File: config.mk
export PLATFORM = sky130hd
export DESIGN_NAME = echo_distance_trimmed_mean_filter_core
export DESIGN_NICKNAME = d
export VERILOG_FILES = /design/src/rtl/core/edtm_pkg.sv /design/src/rtl/core/edtm_win_mem.sv /design/src/rtl/core/edtm_sort_regs.sv /design/src/rtl/core/edtm_arith.sv /design/src/rtl/core/edtm_ctrl.sv /design/src/rtl/core/echo_distance_trimmed_mean_filter_core.sv
export VERILOG_INCLUDE_DIRS = /design/src /design/src/rtl/core
export SDC_FILE = /design/constraint.sdc
export NUM_CORES = 2
export LEC_CHECK = 0
export BUFFER_PORTS_ARGS = -buffer_cell sky130_fd_sc_hd__buf_4
export CAP_MARGIN = 20
export CORE_MARGIN = 2
export CORE_UTILIZATION = 68
export CTS_CLUSTER_DIAMETER = 60
export DETAILED_ROUTE_END_ITERATION = 16
export GPL_TIMING_DRIVEN = 0
export PLACE_DENSITY_LB_ADDON = 0.1
export REMOVE_ABC_BUFFERS = 1
export SKIP_LAST_GASP = 1
export SLEW_MARGIN = 20
export SYNTH_ARGS = -nofsm -noshare
export SYNTH_HDL_FRONTEND = slang
export SYNTH_HIERARCHICAL = 1
export SYNTH_SLANG_ARGS = --single-unit
File: constraint.sdc
create_clock -name clock -period 23.2 [get_ports clock]
set_input_delay 1.16 -clock clock [delete_from_list [all_inputs] [get_ports clock]]
set_output_delay 1.16 -clock clock [all_outputs]
set_load 0.05 [all_outputs]
File: src/rtl/core/assert_macros.svh
// assertion macros shared by the core rtl
`ifndef ASSERT_MACROS_SVH
`define ASSERT_MACROS_SVH

// property checked on every rising clock edge, off during reset
`define EDTM_ASSERT_CLK(label, prop, msg) \
   label: assert property (@(posedge clock) disable iff (reset) prop) else $error(msg);

// condition that must never hold outside reset
`define EDTM_ASSERT_NEVER(label, cond, msg) \
   label: assert property (@(posedge clock) disable iff (reset) !(cond)) else $error(msg);

`endif

File: src/rtl/core/edtm_pkg.sv
// types, constants and helpers of the echo distance trimmed mean filter
`timescale 1ns / 1ps
package edtm_pkg;

   localparam int CHANNELS      = 4;
   localparam int WINDOW        = 8;
   localparam int KEPT_COUNT    = 4;
   localparam int CENTER_OFFSET = 2;

   // kept entries and clamped start of the kept run in the sorted window
   localparam int KEPT      = (KEPT_COUNT < WINDOW) ? KEPT_COUNT : WINDOW;
   localparam int START_RAW = WINDOW / 2 - CENTER_OFFSET;
   localparam int START     = (START_RAW < 0) ? 0 :
                              ((START_RAW > WINDOW - KEPT) ? WINDOW - KEPT : START_RAW);

   localparam int CH_W   = 2;
   localparam int TICK_W = 16;
   localparam int OVF_W  = 8;
   localparam int CFG_W  = 16;
   localparam int DIST_W = 19;
   localparam int FRAC_W = 8;

   localparam int SUM_W  = TICK_W + $clog2(KEPT + 1);
   localparam int PROD_W = SUM_W + CFG_W;
   localparam int QUO_W  = PROD_W - FRAC_W;

   localparam int KEPT_LOG  = $clog2(KEPT);
   localparam bit KEPT_POW2 = ((1 << KEPT_LOG) == KEPT);
   localparam int REM_W     = KEPT_LOG + 1;

   localparam int DEPTH  = CHANNELS * WINDOW;
   localparam int ADDR_W = $clog2(DEPTH);

   localparam int CNT_TOP = (WINDOW > QUO_W) ? WINDOW : QUO_W;
   localparam int CNT_W   = $clog2(CNT_TOP + 1);
   localparam int PASS_W  = $clog2(WINDOW);

   localparam logic [DIST_W-1:0] DIST_MAX = {DIST_W{1'b1}};
   localparam logic [TICK_W-1:0] TICK_MAX = {TICK_W{1'b1}};

   localparam logic [CFG_W-1:0] TPO_RESET = 16'd399;
   localparam logic [CFG_W-1:0] CM_RESET  = 16'd1114;

   localparam int CSR_ADDR_W = 3;
   localparam int CSR_DATA_W = 32;

   typedef enum logic {
      CSR_TPO = 1'b0,
      CSR_CM  = 1'b1
   } csr_idx_type;

   typedef enum logic [3:0] {
      ST_IDLE,
      ST_TICKS,
      ST_RAW,
      ST_LOAD,
      ST_SORT,
      ST_SUM,
      ST_MEAN,
      ST_DIV,
      ST_DONE
   } state_type;

   typedef enum logic [3:0] {
      OP_NONE,
      OP_CAPTURE,
      OP_TICKS,
      OP_RAW,
      OP_LOAD,
      OP_CMP,
      OP_ROT,
      OP_SUM,
      OP_MEAN,
      OP_DIV
   } op_type;

   typedef struct packed {
      op_type           op;
      logic [CNT_W-1:0] cnt;
   } ctrl_type;

   function automatic logic [DIST_W-1:0] sat_dist(input logic [QUO_W-1:0] q);
      logic [DIST_W-1:0] r;
      if (|q[QUO_W-1:DIST_W]) begin
         r = DIST_MAX;
      end else begin
         r = q[DIST_W-1:0];
      end
      return r;
   endfunction

endpackage

File: src/rtl/core/edtm_win_mem.sv
// per channel echo window memory with entry valid bits and window load sequencing
`timescale 1ns / 1ps
module edtm_win_mem (
   input  logic                         clock,
   input  logic                         reset,
   input  edtm_pkg::ctrl_type           ctrl,
   input  logic [edtm_pkg::CH_W-1:0]    channel,
   input  logic [edtm_pkg::TICK_W-1:0]  ticks,
   output logic                         shift_en,
   output logic [edtm_pkg::TICK_W-1:0]  shift_data
);
   import edtm_pkg::*;

   logic [TICK_W-1:0] win_mem_ff [DEPTH];
   logic [DEPTH-1:0]  valid_ff;
   logic [DEPTH-1:0]  valid_in;
   logic [TICK_W-1:0] rd_data_ff;
   logic              rd_hit_ff;

   logic [ADDR_W-1:0] base;
   logic [ADDR_W-1:0] rd_addr;
   logic [ADDR_W-1:0] wr_addr;
   logic              rd_en;
   logic              wr_en;
   logic [TICK_W-1:0] rd_out;
   logic              load_op;

   always_comb begin
      load_op = (ctrl.op == OP_LOAD);
      base    = ADDR_W'(channel) * ADDR_W'(WINDOW);
      // read entry cnt+1, write it back one slot lower in the next cycle
      rd_en   = load_op && (ctrl.cnt < CNT_W'(WINDOW - 1));
      rd_addr = base + ADDR_W'(ctrl.cnt + CNT_W'(1));
      wr_en   = load_op && (ctrl.cnt != '0);
      wr_addr = base + ADDR_W'(ctrl.cnt - CNT_W'(1));
      rd_out  = rd_hit_ff ? rd_data_ff : '0;
      // newest echo goes into the last slot
      shift_data = (ctrl.cnt == CNT_W'(WINDOW)) ? ticks : rd_out;
      shift_en   = wr_en;
      valid_in   = valid_ff;
      if (wr_en) begin
         valid_in[wr_addr] = 1'b1;
      end
   end

   always_ff @(posedge clock) begin
      if (reset) begin
         valid_ff <= '0;
      end else begin
         valid_ff <= valid_in;
      end
   end

   always_ff @(posedge clock) begin
      if (wr_en) begin
         win_mem_ff[wr_addr] <= shift_data;
      end
      if (rd_en) begin
         rd_data_ff <= win_mem_ff[rd_addr];
         rd_hit_ff  <= valid_ff[rd_addr];
      end
   end

endmodule

File: src/rtl/core/edtm_sort_regs.sv
// rotating window registers with one shared compare-swap
`timescale 1ns / 1ps
module edtm_sort_regs (
   input  logic                         clock,
   input  edtm_pkg::ctrl_type           ctrl,
   input  logic                         shift_en,
   input  logic [edtm_pkg::TICK_W-1:0]  shift_data,
   output logic [edtm_pkg::TICK_W-1:0]  head
);
   import edtm_pkg::*;

   logic [TICK_W-1:0] r_ff [WINDOW];
   logic [TICK_W-1:0] r_in [WINDOW];
   logic              swap;

   always_comb begin
      swap = (r_ff[0] < r_ff[1]);
      for (int i = 0; i < WINDOW; i++) begin
         r_in[i] = r_ff[i];
      end
      if (shift_en) begin
         for (int i = 0; i < WINDOW - 1; i++) begin
            r_in[i] = r_ff[i + 1];
         end
         r_in[WINDOW-1] = shift_data;
      end else begin
         case (ctrl.op)
            OP_CMP: begin
               // larger value rides along in slot 0, smaller drops to the tail
               for (int i = 0; i < WINDOW - 1; i++) begin
                  r_in[i] = r_ff[i + 1];
               end
               r_in[0]        = swap ? r_ff[1] : r_ff[0];
               r_in[WINDOW-1] = swap ? r_ff[0] : r_ff[1];
            end
            OP_ROT, OP_SUM: begin
               for (int i = 0; i < WINDOW - 1; i++) begin
                  r_in[i] = r_ff[i + 1];
               end
               r_in[WINDOW-1] = r_ff[0];
            end
            default: begin
            end
         endcase
      end
   end

   always_ff @(posedge clock) begin
      for (int i = 0; i < WINDOW; i++) begin
         r_ff[i] <= r_in[i];
      end
   end

   assign head = r_ff[0];

endmodule

File: src/rtl/core/edtm_arith.sv
// shared multiplier, accumulator and serial divider of the filter
`timescale 1ns / 1ps
module edtm_arith (
   input  logic                         clock,
   input  edtm_pkg::ctrl_type           ctrl,
   input  logic [edtm_pkg::CH_W-1:0]    req_channel,
   input  logic [edtm_pkg::TICK_W-1:0]  req_timer_count,
   input  logic [edtm_pkg::OVF_W-1:0]   req_overflow_count,
   input  logic [edtm_pkg::CFG_W-1:0]   ticks_per_overflow,
   input  logic [edtm_pkg::CFG_W-1:0]   cm_per_tick_q16,
   input  logic [edtm_pkg::TICK_W-1:0]  head,
   output logic [edtm_pkg::CH_W-1:0]    channel,
   output logic [edtm_pkg::TICK_W-1:0]  ticks,
   output logic                         ticks_sat,
   output logic [edtm_pkg::DIST_W-1:0]  raw_dist,
   output logic [edtm_pkg::DIST_W-1:0]  filt_dist,
   output logic                         in_range
);
   import edtm_pkg::*;

   logic [CH_W-1:0]   ch_ff;
   logic [TICK_W-1:0] count_ff;
   logic [OVF_W-1:0]  ovf_ff;
   logic [TICK_W-1:0] ticks_ff;
   logic              sat_ff;
   logic [DIST_W-1:0] raw_ff;
   logic [SUM_W-1:0]  acc_ff;
   logic [QUO_W-1:0]  dvd_ff;
   logic [REM_W-1:0]  rem_ff;

   logic [SUM_W-1:0]  mult_a;
   logic [CFG_W-1:0]  mult_b;
   logic [PROD_W-1:0] prod;
   logic [PROD_W-1:0] tick_sum;
   logic              tick_over;
   logic              kept;
   logic [REM_W:0]    trial;
   logic              trial_ge;
   logic [REM_W-1:0]  rem_in;
   logic [QUO_W-1:0]  quo;

   always_comb begin
      case (ctrl.op)
         OP_TICKS: begin
            mult_a = SUM_W'(ovf_ff);
            mult_b = ticks_per_overflow;
         end
         OP_RAW: begin
            mult_a = SUM_W'(ticks_ff);
            mult_b = cm_per_tick_q16;
         end
         default: begin
            mult_a = acc_ff;
            mult_b = cm_per_tick_q16;
         end
      endcase
      prod      = {{CFG_W{1'b0}}, mult_a} * {{SUM_W{1'b0}}, mult_b};
      tick_sum  = prod + PROD_W'(count_ff);
      tick_over = |tick_sum[PROD_W-1:TICK_W];
      kept      = (int'(ctrl.cnt) >= START) && (int'(ctrl.cnt) < START + KEPT);
      // restoring division by the kept count, one quotient bit a cycle
      trial     = {rem_ff, dvd_ff[QUO_W-1]};
      trial_ge  = (trial >= (REM_W + 1)'(KEPT));
      rem_in    = trial_ge ? REM_W'(trial - (REM_W + 1)'(KEPT)) : REM_W'(trial);
      quo       = KEPT_POW2 ? (dvd_ff >> KEPT_LOG) : dvd_ff;
   end

   always_ff @(posedge clock) begin
      case (ctrl.op)
         OP_CAPTURE: begin
            ch_ff    <= req_channel;
            count_ff <= req_timer_count;
            ovf_ff   <= req_overflow_count;
         end
         OP_TICKS: begin
            ticks_ff <= tick_over ? TICK_MAX : tick_sum[TICK_W-1:0];
            sat_ff   <= tick_over;
         end
         OP_RAW: begin
            raw_ff <= sat_dist(prod[PROD_W-1:FRAC_W]);
            acc_ff <= '0;
         end
         OP_SUM: begin
            if (kept) begin
               acc_ff <= acc_ff + SUM_W'(head);
            end
         end
         OP_MEAN: begin
            dvd_ff <= prod[PROD_W-1:FRAC_W];
            rem_ff <= '0;
         end
         OP_DIV: begin
            if (!KEPT_POW2) begin
               rem_ff <= rem_in;
               dvd_ff <= {dvd_ff[QUO_W-2:0], trial_ge};
            end
         end
         default: begin
         end
      endcase
   end

   always_comb begin
      channel   = ch_ff;
      ticks     = ticks_ff;
      ticks_sat = sat_ff;
      raw_dist  = raw_ff;
      in_range  = (int'(ch_ff) < CHANNELS);
      filt_dist = in_range ? sat_dist(quo) : '0;
   end

endmodule

File: src/rtl/core/edtm_ctrl.sv
// sequencer that steps one echo through the shared units
`timescale 1ns / 1ps
module edtm_ctrl (
   input  logic                clock,
   input  logic                reset,
   input  logic                req_valid,
   input  logic                in_range,
   input  logic                out_free,
   output edtm_pkg::ctrl_type  ctrl,
   output logic                req_stall,
   output logic                out_load
);
   import edtm_pkg::*;

   state_type         state_ff;
   state_type         state_in;
   logic [CNT_W-1:0]  cnt_ff;
   logic [CNT_W-1:0]  cnt_in;
   logic [PASS_W-1:0] pass_ff;
   logic [PASS_W-1:0] pass_in;
   logic              last_step;

   always_ff @(posedge clock) begin
      if (reset) begin
         state_ff <= ST_IDLE;
         cnt_ff   <= '0;
         pass_ff  <= '0;
      end else begin
         state_ff <= state_in;
         cnt_ff   <= cnt_in;
         pass_ff  <= pass_in;
      end
   end

   always_comb begin
      last_step = (cnt_ff == CNT_W'(WINDOW - 1));
      state_in  = state_ff;
      cnt_in    = cnt_ff;
      pass_in   = pass_ff;
      case (state_ff)
         ST_IDLE: begin
            cnt_in  = '0;
            pass_in = '0;
            if (req_valid) begin
               state_in = ST_TICKS;
            end
         end
         ST_TICKS: begin
            state_in = ST_RAW;
         end
         ST_RAW: begin
            state_in = in_range ? ST_LOAD : ST_DONE;
         end
         ST_LOAD: begin
            if (cnt_ff == CNT_W'(WINDOW)) begin
               state_in = ST_SORT;
               cnt_in   = '0;
            end else begin
               cnt_in = cnt_ff + CNT_W'(1);
            end
         end
         ST_SORT: begin
            if (last_step) begin
               cnt_in = '0;
               if (pass_ff == PASS_W'(WINDOW - 2)) begin
                  state_in = ST_SUM;
               end else begin
                  pass_in = pass_ff + PASS_W'(1);
               end
            end else begin
               cnt_in = cnt_ff + CNT_W'(1);
            end
         end
         ST_SUM: begin
            if (last_step) begin
               state_in = ST_MEAN;
               cnt_in   = '0;
            end else begin
               cnt_in = cnt_ff + CNT_W'(1);
            end
         end
         ST_MEAN: begin
            state_in = ST_DIV;
         end
         ST_DIV: begin
            if (KEPT_POW2 || (cnt_ff == CNT_W'(QUO_W - 1))) begin
               state_in = ST_DONE;
               cnt_in   = '0;
            end else begin
               cnt_in = cnt_ff + CNT_W'(1);
            end
         end
         ST_DONE: begin
            if (out_free) begin
               state_in = ST_IDLE;
            end
         end
         default: begin
            state_in = ST_IDLE;
         end
      endcase
   end

   always_comb begin
      ctrl.cnt  = cnt_ff;
      req_stall = (state_ff != ST_IDLE);
      out_load  = 1'b0;
      case (state_ff)
         ST_IDLE:  ctrl.op = req_valid ? OP_CAPTURE : OP_NONE;
         ST_TICKS: ctrl.op = OP_TICKS;
         ST_RAW:   ctrl.op = OP_RAW;
         ST_LOAD:  ctrl.op = OP_LOAD;
         ST_SORT:  ctrl.op = last_step ? OP_ROT : OP_CMP;
         ST_SUM:   ctrl.op = OP_SUM;
         ST_MEAN:  ctrl.op = OP_MEAN;
         ST_DIV:   ctrl.op = OP_DIV;
         ST_DONE: begin
            ctrl.op  = OP_NONE;
            out_load = out_free;
         end
         default:  ctrl.op = OP_NONE;
      endcase
   end

endmodule

File: src/rtl/core/echo_distance_trimmed_mean_filter_core.sv
// top level of the echo distance trimmed mean filter
`timescale 1ns / 1ps
`include "assert_macros.svh"
// each transaction on req is one finished ultrasonic echo of a channel; the core turns
// timer_count + overflow_count * ticks_per_overflow into echo ticks (clamped to 65535,
// flagged in ticks_saturated), reports the raw distance in cm q8, shifts the ticks into
// that channel's window of WINDOW entries (zero after reset) and returns the mean of the
// KEPT middle entries of the sorted window, all as one rsp transaction. one echo is
// handled at a time and req is stalled meanwhile: an accept step, ticks and raw distance
// on the shared multiplier, window reload from memory, a rotating compare-swap sort, the
// kept sum, mean multiply, divide (a shift for a power-of-two kept count, else one
// quotient bit per cycle) and handoff; the time is bounded by the single compare-swap
// of the sort. an echo on a channel beyond CHANNELS skips the window steps and gives
// filtered distance zero. the rsp register lets the next echo start while the previous
// result waits. csr writes are expected only while idle
module echo_distance_trimmed_mean_filter_core (
   input  logic                                 clock,
   input  logic                                 reset,
   // echo input
   input  logic                                 req_valid,
   output logic                                 req_stall,
   input  logic [edtm_pkg::CH_W-1:0]            req_channel,
   input  logic [edtm_pkg::TICK_W-1:0]          req_timer_count,
   input  logic [edtm_pkg::OVF_W-1:0]           req_overflow_count,
   // distance output
   output logic                                 rsp_valid,
   input  logic                                 rsp_stall,
   output logic [edtm_pkg::CH_W-1:0]            rsp_result_channel,
   output logic [edtm_pkg::DIST_W-1:0]          rsp_raw_distance_q8,
   output logic [edtm_pkg::DIST_W-1:0]          rsp_filtered_distance_q8,
   output logic                                 rsp_ticks_saturated,
   // register port
   input  logic                                 psel,
   input  logic                                 penable,
   input  logic                                 pwrite,
   input  logic [edtm_pkg::CSR_ADDR_W-1:0]      paddr,
   input  logic [edtm_pkg::CSR_DATA_W-1:0]      pwdata,
   output logic [edtm_pkg::CSR_DATA_W-1:0]      prdata,
   output logic                                 pready
);
   import edtm_pkg::*;

   // configuration registers
   logic [CFG_W-1:0]  tpo_ff;
   logic [CFG_W-1:0]  cm_ff;
   logic              csr_wr;
   csr_idx_type       csr_idx;

   // output register
   logic              rsp_valid_ff;
   logic [CH_W-1:0]   rsp_ch_ff;
   logic [DIST_W-1:0] rsp_raw_ff;
   logic [DIST_W-1:0] rsp_filt_ff;
   logic              rsp_sat_ff;

   // internal connections
   ctrl_type          ctrl;
   logic              out_load;
   logic              out_free;
   logic              in_range;
   logic [CH_W-1:0]   channel;
   logic [TICK_W-1:0] ticks;
   logic              ticks_sat;
   logic [DIST_W-1:0] raw_dist;
   logic [DIST_W-1:0] filt_dist;
   logic [TICK_W-1:0] head;
   logic              shift_en;
   logic [TICK_W-1:0] shift_data;

   // register access: index is the word address, upper data bits ignored
   always_comb begin
      pready  = 1'b1;
      csr_wr  = psel && penable && pwrite && pready;
      csr_idx = csr_idx_type'(paddr[2]);
      case (csr_idx)
         CSR_TPO: prdata = CSR_DATA_W'(tpo_ff);
         CSR_CM:  prdata = CSR_DATA_W'(cm_ff);
         default: prdata = '0;
      endcase
   end

   always_ff @(posedge clock) begin
      if (reset) begin
         tpo_ff <= TPO_RESET;
         cm_ff  <= CM_RESET;
      end else if (csr_wr) begin
         case (csr_idx)
            CSR_TPO: tpo_ff <= pwdata[CFG_W-1:0];
            CSR_CM:  cm_ff  <= pwdata[CFG_W-1:0];
            default: begin
            end
         endcase
      end
   end

   // sequencer
   edtm_ctrl u_ctrl (
      .clock     (clock),
      .reset     (reset),
      .req_valid (req_valid),
      .in_range  (in_range),
      .out_free  (out_free),
      .ctrl      (ctrl),
      .req_stall (req_stall),
      .out_load  (out_load)
   );

   // shared multiplier, kept sum and divider
   edtm_arith u_arith (
      .clock              (clock),
      .ctrl               (ctrl),
      .req_channel        (req_channel),
      .req_timer_count    (req_timer_count),
      .req_overflow_count (req_overflow_count),
      .ticks_per_overflow (tpo_ff),
      .cm_per_tick_q16    (cm_ff),
      .head               (head),
      .channel            (channel),
      .ticks              (ticks),
      .ticks_sat          (ticks_sat),
      .raw_dist           (raw_dist),
      .filt_dist          (filt_dist),
      .in_range           (in_range)
   );

   // window store, shifted by one entry per echo
   edtm_win_mem u_win_mem (
      .clock      (clock),
      .reset      (reset),
      .ctrl       (ctrl),
      .channel    (channel),
      .ticks      (ticks),
      .shift_en   (shift_en),
      .shift_data (shift_data)
   );

   // working copy of the window, sorted in place
   edtm_sort_regs u_sort_regs (
      .clock      (clock),
      .ctrl       (ctrl),
      .shift_en   (shift_en),
      .shift_data (shift_data),
      .head       (head)
   );

   // result register: free when empty or being taken this cycle
   assign out_free = !rsp_valid_ff || !rsp_stall;

   always_ff @(posedge clock) begin
      if (reset) begin
         rsp_valid_ff <= 1'b0;
      end else if (out_load) begin
         rsp_valid_ff <= 1'b1;
      end else if (!rsp_stall) begin
         rsp_valid_ff <= 1'b0;
      end
   end

   always_ff @(posedge clock) begin
      if (out_load) begin
         rsp_ch_ff   <= channel;
         rsp_raw_ff  <= raw_dist;
         rsp_filt_ff <= filt_dist;
         rsp_sat_ff  <= ticks_sat;
      end
   end

   assign rsp_valid                = rsp_valid_ff;
   assign rsp_result_channel       = rsp_ch_ff;
   assign rsp_raw_distance_q8      = rsp_raw_ff;
   assign rsp_filtered_distance_q8 = rsp_filt_ff;
   assign rsp_ticks_saturated      = rsp_sat_ff;

   // an accepted echo keeps the input stalled until its result is handed off
   `EDTM_ASSERT_CLK(a_busy_after_accept, (req_valid && !req_stall) |=> req_stall, "input not stalled after accept")
   // a new result only appears from the sequencer handoff
   `EDTM_ASSERT_CLK(a_rsp_from_load, $rose(rsp_valid_ff) |-> $past(out_load), "result without handoff")
   // after handoff the core is idle and holds the result
   `EDTM_ASSERT_CLK(a_idle_after_load, out_load |=> (rsp_valid_ff && !req_stall), "handoff did not complete")

endmodule

==> summary.md <==
| Metric | Value |
|---|---|
| Status | completed |
| Max Fanout on Critical Path | 31 |
| Hold Buf Count CTS | 0 |
| Remaining Overflow, GRT | 0 |
| Final #Nets | 4,088 |
| Initial DRT Pass Iterations | 8 |
| Placer's final routability congestion estimate | 0.9545 |
| Dominant cell type by area after synthesis | edfxtp_1 |
| Aggregate global-route resource usage | 35.46% |
| Final HPWL DP | 84,980 um |
| CTS tree | built |
| Synth async-reset ratio | 0% |
| Fmax | 0.07376 GHz |
| Fin crit period | 13,560 ps |
| Synth-to-layout area growth | 11.80% |
| Sequential area share after synthesis | 54.35% |
| DIE HEIGHT | 267.6 um |
| Tcrit/Tclk final | 58.44% |
| Core area | 68,710 sq um |
| DR DRC count | 0 |
| Worst slew margin | 28.91% |
| Vias post-DR | 30,117 |
| Post_cts resized | 0 |
| Antenna violations before repair | 2 |
| Worst Path Required | 23,500 ps |
| Least-Margin Pin Slew | 1046 ps |
| Tightest Hold Check Type | reg -> reg |
| Slowest Stage Delay on Critical Path | 830 ps |
| Register clock-pin slew on the reported worst setup and hold paths | 60 ps |
| H-tree level count | 3 |
| Max-slew violation count | 0 |
| Post-synth top cells | 804 x edfxtp_1, 354 x inv_1, 278 x nand2_1, 259 x nor2_1, 239 x fa_1 |
| Yosys reg bits | 881 |
| CP arrival | 13,860 ps |
| Share of layout cells above drive strength 1 | 17.83% |
| Total Wirelength | 124,600 um |
| Most frequent cell after synthesis | edfxtp_1 |
| Largest net degree at the start of global routing | 101 |
| Num CTS Buffers | 86 |
| Initial Util | 68.78% |
| Site Rows | 96 |
| Setup tns final | 0 ps |
| I/O Buffers | 108 |
| Via density | 6.520 |
| Initial DRC Count | 3,167 |
| Post-Syn Instances | 3,483 |
| Netlist Area Pre-Place | 47,260 sq um |
| EDFF count, synth | 804 |
| Synth warn | 6 |
| Fillers | 4,109 |
| Final Skew | 51.68 ps |
| Main synth FF type | edfxtp_1 |
| Synth unique cells | 103 |
| RSZ-0062 raised after global routing | no |
| Crit end category | flop |
| Ports | 144 |
| Number of max-cap violations | 0 |
| Crit path kind | reg -> reg |
| Vias in the first global route | 30,662 |
| Die width | 267.6 um |
| Clock Latency Late Sink | 660 ps |
| Setup violators final | 0 |
| Clk sink count | 881 |
| Synth top area share | 51.09% |
| Avg WL per Cell | 26.97 um |
| Critical Path Start Type | flop |
| Final Hold Fails | 0 |
| Mean Syn Cell Area | 13.57 sq um |
| Global-route wire length before repair | 185,800 um |
| Clock Tree Buf Depth | 3 |
| Root Driver | clkbuf_16 |
| Post-CTS setup repair buffer count | 0 |
| Top post-synthesis cells by area | edfxtp_1 51%, fa_1 10%, mux4_2 6.5%, ha_1 4.4%, dfxtp_1 3.3% |
| Slowest-stage cell, CP | nor3_2 |
| Post-route antenna net violation count | 0 |
| Die area | 71,620 sq um |
-- layer usage --
layer | routed length, um | up-vias | track usage (%)
met5 | 12 | - | 0
met4 | 9082 | 2 | 22.15
met3 | 9707 | 425 | 5.793
met2 | 62050 | 1725 | 59.14
met1 | 43740 | 15199 | 43.62
li1 | - | 12766 | -
-- final cells by class --
class | count | area, sq um | area share [%]
tap | 931 | 1165 | 2.205
sequential | 881 | 25680 | 48.62
timing repair buffer | 216 | 2233 | 4.228
antenna | 3 | 7.507 | 0.01421
inverter | 357 | 1345 | 2.546
multi-input combinational | 2071 | 19680 | 37.26
clock buffer | 111 | 2287 | 4.329
clock inverter | 49 | 424.2 | 0.8029
-- flip-flops by register name (all words and copies together) (netlist names), 19 cells and up --
register and flops:
rsp_raw_distance_q8 19, u_sort_regs/r_ff 128, u_arith/acc_ff 19, u_win_mem/valid_ff 32, u_arith/dvd_ff 25, u_win_mem/win_mem_ff 512
u_arith/raw_dist 19, rsp_filtered_distance_q8 19
-- worst paths after layout --
path	startpoint	to	slack, ps	depth (start not counted)
max reg2reg	u_ctrl/cnt_ff[0]	u_arith/ticks[4]	9640	35
min reg2reg	u_sort_regs/r_ff[1][3]	u_sort_regs/r_ff[0][51]	400	0
min	u_sort_regs/r_ff[1][3]	u_sort_regs/r_ff[0][51]	400	0
max	u_ctrl/cnt_ff[0]	u_arith/ticks[4]	9640	35
-- critical path, delay by kind of cell (launching register included) --
kind / cells / cell delay [ps]
AO/OA/AOI/OAI: 6 / 2450
AND/OR/NAND/NOR: 11 / 4440
XOR/XNOR: 2 / 380
flip-flops: 1 / 700
adder cells (fa/ha/maj): 9 / 3790
multiplexers: 1 / 810
buffers and inverters: 6 / 600
-- layout by cell type, fill, tap and decap left out, drive strengths merged, types with 24 or more instances in the layout --
cell and n:
a21oi 107, o21ai 71, fa 239, nor3 58
mux2i 118, o22ai 35, dfxtp 77, nand2 280
buf 215, clkinv 39, nor2 259, nand2b 62
ha 168, or2 51, clkbuf 112, nand3 51
xor2 28, a21o 24, nand4 31, mux4 136
edfxtp 804, xnor2 38, inv 359, mux2 36
-- metrics by stage --
| stage | util [%] | std cells | hold slack [ps] | setup WS [ps] | area (sq um) |
|---|---|---|---|---|---|
| finish | 76.89 | 4619 | 399.0 | 9643 | 52830 |
| global route | 76.88 | 4616 | 387.6 | 9070 | 52820 |
| CTS | 76.86 | 4615 | 392.5 | 9838 | 52810 |
| detailed placement | 72.92 | 4455 | 404.5 | 9890 | 50100 |
| global placement | 70.15 | 4348 | 400.4 | 5415 | 48200 |
| floorplan | - | 3309 | 400.3 | 9955 | 46220 |
-- cell families after synthesis --
family / after synthesis / share of synthesized area [%]
compound gates: 394 / 5.714
xor+xnor: 66 / 1.287
fa+ha+maj: 407 / 14.57
buf+inv: 546 / 5.142
flops: 881 / 54.35
mux: 290 / 9.839
other cells: 3 / 0.02383
simple gates: 896 / 9.068
Power is not shown: default switching activity piles up to over one toggle a cycle in this logic, so the estimate is an artifact.
